<file path="config.mk">
export PLATFORM = sky130hd
export DESIGN_NAME = nbca_divider
export DESIGN_NICKNAME = d
export VERILOG_FILES = /design/src/rtl/nbca_pkg.sv /design/src/rtl/nbca_divider.sv
export SDC_FILE = /design/constraint.sdc
export NUM_CORES = 1
export LEC_CHECK = 0
export BUFFER_PORTS_ARGS = -buffer_cell sky130_fd_sc_hd__buf_2
export CORE_ASPECT_RATIO = 0.8
export CORE_UTILIZATION = 60
export CTS_BUF_LIST = sky130_fd_sc_hd__clkbuf_4
export CTS_CLUSTER_DIAMETER = 50
export DETAILED_ROUTE_END_ITERATION = 10
export PLACE_DENSITY = 0.79
export SLEW_MARGIN = 20
export SYNTH_ARGS = -nofsm -noshare
export SYNTH_HDL_FRONTEND = slang
export SYNTH_SLANG_ARGS = --single-unit
</file>
<file path="constraint.sdc">
create_clock -name clk_i -period 4.9 [get_ports clk_i]
set_input_delay 0.49 -clock clk_i [delete_from_list [all_inputs] [get_ports clk_i]]
set_output_delay 0.49 -clock clk_i [all_outputs]
set_load 0.01 [all_outputs]
</file>
<file path="src/rtl/nbca_pkg.sv">
package nbca_pkg;

  // geometry and configuration
  localparam int unsigned NBCA_MAX_WIDTH   = 1024;
  localparam int unsigned COL_W            = 11;
  localparam int unsigned ROW_W            = 13;
  localparam int unsigned CFG_W            = 13;
  localparam int unsigned CFG_IDX_W        = 1;
  localparam int unsigned FRAME_WIDTH_RST  = 1024;
  localparam int unsigned FRAME_HEIGHT_RST = 1024;

  // flags: bit 0 max set, bit 1 min set, bit 2 current set
  localparam int unsigned FLAG_W     = 3;
  localparam int unsigned MEM_W      = 2 * FLAG_W;
  localparam int unsigned WIN_TAPS   = 9;
  localparam int unsigned CENTER_TAP = 4;
  localparam int unsigned WIN_W      = WIN_TAPS * FLAG_W;

  // contribution arithmetic
  localparam int unsigned NCNT_W    = 4;
  localparam int unsigned CNT_W     = 5;
  localparam int unsigned SUM_W     = 12;
  localparam int unsigned COLOR_W   = 8;
  localparam int unsigned COLOR_MAX = 255;
  localparam int unsigned COLOR_CUR = 127;

  // divider: quotient bits resolved per stage
  localparam int unsigned DIV_STEP   = 2;
  localparam int unsigned DIV_STAGES = COLOR_W / DIV_STEP;

  typedef enum logic [CFG_IDX_W-1:0] {
    CFG_FRAME_WIDTH  = 1'b0,
    CFG_FRAME_HEIGHT = 1'b1
  } cfg_reg_e;

  typedef struct packed {
    logic in_max_set;
    logic in_min_set;
    logic in_current_set;
  } in_beat_t;

  typedef struct packed {
    logic               has_color;
    logic [COLOR_W-1:0] border_color;
    logic               frame_last;
  } out_beat_t;

  typedef struct packed {
    logic             frame_last;
    logic [CNT_W-1:0] cnt;
    logic [SUM_W-1:0] sum;
  } div_req_t;

endpackage

</file>
<file path="src/rtl/nbca_divider.sv">
module nbca_divider import nbca_pkg::*; (
  input  logic      clk_i,
  input  logic      rst_ni,
  input  logic      req_valid_i,
  output logic      req_ready_o,
  input  div_req_t  req_i,
  output logic      res_valid_o,
  input  logic      res_ready_i,
  output out_beat_t res_o
);

  logic [DIV_STAGES-1:0] valid_q;
  logic [SUM_W-1:0]      rem_q  [DIV_STAGES];
  logic [SUM_W-1:0]      rem_d  [DIV_STAGES];
  logic [CNT_W-1:0]      cnt_q  [DIV_STAGES];
  logic [CNT_W-1:0]      cnt_d  [DIV_STAGES];
  logic [COLOR_W-1:0]    quo_q  [DIV_STAGES];
  logic [COLOR_W-1:0]    quo_d  [DIV_STAGES];
  logic [DIV_STAGES-1:0] last_q;
  logic [DIV_STAGES-1:0] last_d;
  logic [DIV_STAGES-1:0] valid_d;
  logic [DIV_STAGES:0]   rdy;

  // stage ready chain, bubbles collapse
  always_comb begin
    rdy[DIV_STAGES] = res_ready_i;
    for (int s = DIV_STAGES - 1; s >= 0; s--) begin
      rdy[s] = !valid_q[s] || rdy[s+1];
    end
  end

  assign req_ready_o = rdy[0];

  // restoring division, DIV_STEP quotient bits per stage
  always_comb begin
    logic [SUM_W-1:0]   rem;
    logic [SUM_W-1:0]   trial;
    logic [COLOR_W-1:0] quo;
    logic [CNT_W-1:0]   cnt;
    int                 pos;
    for (int s = 0; s < DIV_STAGES; s++) begin
      if (s == 0) begin
        rem        = req_i.sum;
        cnt        = req_i.cnt;
        quo        = '0;
        last_d[s]  = req_i.frame_last;
        valid_d[s] = req_valid_i;
      end else begin
        rem        = rem_q[s-1];
        cnt        = cnt_q[s-1];
        quo        = quo_q[s-1];
        last_d[s]  = last_q[s-1];
        valid_d[s] = valid_q[s-1];
      end
      for (int b = 0; b < DIV_STEP; b++) begin
        pos   = COLOR_W - 1 - s * DIV_STEP - b;
        trial = SUM_W'(cnt) << pos;
        if (rem >= trial) begin
          rem      = rem - trial;
          quo[pos] = 1'b1;
        end
      end
      rem_d[s] = rem;
      cnt_d[s] = cnt;
      quo_d[s] = quo;
    end
  end

  // stage valid bits
  always_ff @(posedge clk_i or negedge rst_ni) begin
    if (!rst_ni) begin
      valid_q <= '0;
    end else begin
      for (int s = 0; s < DIV_STAGES; s++) begin
        if (rdy[s]) begin
          valid_q[s] <= valid_d[s];
        end
      end
    end
  end

  // stage payload
  always_ff @(posedge clk_i) begin
    for (int s = 0; s < DIV_STAGES; s++) begin
      if (rdy[s]) begin
        rem_q[s]  <= rem_d[s];
        cnt_q[s]  <= cnt_d[s];
        quo_q[s]  <= quo_d[s];
        last_q[s] <= last_d[s];
      end
    end
  end

  // result beat, color forced to zero when nothing contributed
  always_comb begin
    res_o.has_color    = cnt_q[DIV_STAGES-1] != '0;
    res_o.border_color = res_o.has_color ? quo_q[DIV_STAGES-1] : '0;
    res_o.frame_last   = last_q[DIV_STAGES-1];
  end

  assign res_valid_o = valid_q[DIV_STAGES-1];

endmodule

</file>
==> results.md <==
Run status:
- The run finished with clean final reports.

STA:
- The final-report hold violation count is 0.
- The count of endpoints failing setup in the final report is 0.
- The slew at the pin with the worst max-slew slack is 1.020 ns.
- The period utilization is 91.43%.
- The final hold slack is ~0.24 ns.
- The worst pin sits at a relative slew slack of 31.81%.
- The clock period minus worst slack is 4.480 ns.
- The aggregate negative setup slack is 0 ns.
- The final worst clock skew is 0.02388 ns.
- Setup repair after global routing left no endpoint under its margin.
- In the post-route analysis, the smallest setup slack over all paths is around 0.42 ns.
- The highest clock frequency the design can meet is between 200 and 250 MHz.
- The count of final max-slew check failures is 0.

Logic synthesis:
- The number of enable-type register cells in the synthesized netlist is 80.
- The share of the Yosys chip area taken by registers is about 48%.
- The count of different cell masters after synthesis is between 60 and 70.
- Counting instances in the post-synthesis netlist gives the leading cell types as edfxtp_1, inv_1, ha_1.
- In this run the biggest area consumer among cell types represents a little under half of the synthesized area.
- Among all cell types in the netlist, the one instantiated most often is edfxtp_1.
- The number of nets in the synthesized netlist is 509.
- Of all flip-flops after synthesis, the portion carrying an async set or reset was under 10%.
- A synthesized cell averages between 10 and 15 µm².
- Among all flip-flop cells after synthesis, the most frequent one is edfxtp_1.
- After synthesis the cells add up to just over 0.005 mm².
- The flip-flop and latch count after synthesis is 84.
- The library cell occupying the most area in the post-synthesis netlist is edfxtp_1.
- The cell count after synthesis is 440.
- In the post-synthesis netlist, the biggest area contributors are edfxtp_1, ha_1, inv_1, fa_1, a21o_1.
- The number of warnings reported in the yosys synthesis log is 0.

Place:
- Prior to clock tree synthesis, the placed netlist has a worst setup slack of roughly 0.46 ns.
- The routability-driven placement congestion ratio is between 0.8 and 0.9.
- The number of buffers inserted by port buffering is 33.
- The half-perimeter wire length after placement is roughly 7000 µm.

Die:
- In this run the standard cell core region covers a little over 0.008 mm².
- The vertical die dimension is ~85 µm.
- The number of primary I/O pins is 34.
- The floorplan has 29 rows.
- The die covers approximately 0.0090 mm².
- In this run the horizontal extent of the chip is roughly 110 µm.
- The initial core utilization is 63.52%.

GRT:
- The pin count of the biggest net entering global routing is 26.
- The initial antenna violation count is 0.
- The first global-routing pass estimated 15440 µm of wire.
- The combined global-route utilization of all metal layers is 21.82%.
- The total overflow left after global routing is 0.
- The via count of the first global-routing pass came to between 3000 and 4000.

Clock network:
- The clock latency on the worst-skew pair is around 0.43 ns.
- The number of buffers added for setup after CTS is 0.
- The buffer type at the clock tree root is clkbuf_4.
- TritonCTS created 9 clock buffers.
- Clock-pin slew was measured on the worst setup and hold paths at 0.15 ns.
- The number of gates resized after CTS is 0.
- The deepest clock path buffer count is 2.
- The tree built by TritonCTS fans out to 84 sinks.
- The clock tree from TritonCTS is done.
- The clock tree synthesis step divided the H-tree into 3 levels.

Pwr:
- For this design the ratio of total power to cell area is 610.1 mW/mm².
- The overall power is around 3.4 mW.
- VDD sags by at most between 0.3 and 0.4 mV.
- The leakage power total is about 2.3 nW.

Setup path:
- The worst setup path category is register to register.
- At the worst endpoint, the required time is between 5 and 6 ns.
- The top fanout value on the critical path is 8.
- The reg2reg setup slack is roughly 0.42 ns.
- The worst setup path is launched from a register.
- The worst setup path is captured at a register.
- At the worst endpoint, the arrival time is roughly 4.7 ns.
- Counting cells, the worst reg-to-reg path comes to 14.
- The startpoint identified for the worst register-to-register timing path is cnt_q[0][1].
- The capture instance of the worst register-to-register path is rem_q[1][8].

Detailed routing:
- The number of routed nets with antenna violations is 0.
- The total routed wirelength is 9003 µm.
- The routed layout has 3453 vias.
- After detailed routing, the number of remaining DRC violations is 0.
- Dividing the detail-routed wire length by the instance count gives ~15 µm.
- In the routed layout, each cell is associated on average with a via count of 5.784.
- The number of DRC markers in iteration 0 is 133.
- The pre-antenna-repair detailed-routing pass consisted of 4 iterations.

Min path:
- The launch instance of the worst min-delay path is req_i[17].
- The number of cells on the worst hold path is 1.
- The tightest min-delay check is of the input pin to register type.
- The endpoint with the worst hold slack is last_q[0].

Layout:
- The post-synthesis to final-layout area growth is 8.685%.
- Across the whole layout, storage elements account for roughly 0.0025 mm².
- The fraction of final layout cells sized beyond drive strength 1 is between 10% and 20%.
- The number of nets in the layout is between 500 and 600.
- Summing all multi-input logic gate instances after layout gives 0.002504 mm².
- The number of antenna repair diodes is 0.
- Cells fill 69.04% of the core in the end.
- Fill cells in the final layout number ~590.

Job:
- The number of max-cap violations is 0.
logic make-up (layout without fill, tap and decap cells):
family	Yosys count	count (layout)	share of synthesized area (%)
buffers and inverters	47	96	3.474
multiplexers	30	30	6.586
AO/OA/AOI/OAI	95	95	12.93
XOR/XNOR	18	18	3.185
flip-flops	84	84	48.25
adder cells (fa/ha/maj)	47	47	12.35
AND/OR/NAND/NOR	119	119	13.22
sequential cells by signal, indices dropped and copies added, names as in the netlist:
register / flops
rem_q: 36
cnt_q: 20
last_q: 4
valid_q: 4
quo_q: 20
placed cells by master, fill, tap and decap left out, drive strengths merged, types with 2 or more instances in the layout:
master and count:
a31o 2, nand3 3, nand4 7, or2 2
o2111ai 2, o21ai 25, a21boi 2, mux2 17
ha 40, nor4 4, a21o 18, a211oi 4
o211ai 2, xor2 8, or3 2, dfrtp 4
clkinv 3, nor3 6, o21a 3, nand2b 6
fa 7, o31ai 3, o41ai 3, xnor2 10
a21oi 19, edfxtp 80, nor4b 2, and2 2
buf 34, nand2 27, and3 5, or4 8
mux2i 13, nor2 23, nor2b 18, inv 49
a21bo 2, clkbuf 9
through the flow:
step / instances / cell area, µm²
2_1_floorplan: 440 / 5186
5_1_grt: 597 / 5637
6_report: 597 / 5637
4_1_cts: 597 / 5637
3_5_place_dp: 580 / 5483
3_3_place_gp: 580 / 5483
where the power goes:
part / leakage [nW] / internal (mW) / total, mW / switching (mW)
logic: 1.40 / 0.843 / 1.86 / 1.02
registers: 0.836 / 1.07 / 1.20 / 0.126
clock network: 0.0792 / 0.123 / 0.382 / 0.259
layout make-up:
cell class | instances | share of cell area [%]
clock inverters | 7 | 1.354
clock buffers | 9 | 1.199
inverters | 45 | 2.997
flip-flops and latches | 84 | 44.40
repair buffers | 35 | 3.241
well taps | 108 | 2.397
multi-input cells | 309 | 44.42
critical path, stage by stage, from the launching register on:
cell and delay [ns]:
edfxtp_1 0.45, inv_1 0.20, ha_1 0.27, nor2b_1 0.15, o31ai_2 0.41, a21oi_4 0.14, nor2_4 0.22, mux2_2 0.38
ha_1 0.33, a21o_1 0.19, a21oi_1 0.26, o21ai_0 0.13, and2_1 0.22, nor4b_4 0.48, mux2_1 0.37
timing repair:
item / 4_1_cts / 5_1_grt
hold buffers: 1 / 0
setup endpoints to repair: 0 / 0
endpoints found under the hold margin: 4 / 0
metal layers:
metal	vias to the layer above	wire length, µm	track usage (%)
met5	-	0	0
met2	74	4571	39.33
li1	1729	-	-
met4	0	128	8.081
met3	11	260	3.763
met1	1639	4042	26.37
worst max path at each step:
stage,startpoint,to,slack (ns),cells past startpoint
floorplan,req_i[13],rem_q[0][10],0.83,15
global placement,req_i[13],rem_q[0][10],0.59,16
detailed placement,req_i[13],rem_q[0][10],0.46,16
CTS,cnt_q[0][1],rem_q[1][8],0.44,14
global route,cnt_q[0][1],rem_q[1][8],0.16,14
finish,cnt_q[0][1],rem_q[1][8],0.42,14
(Power assumes the default switching activity.)
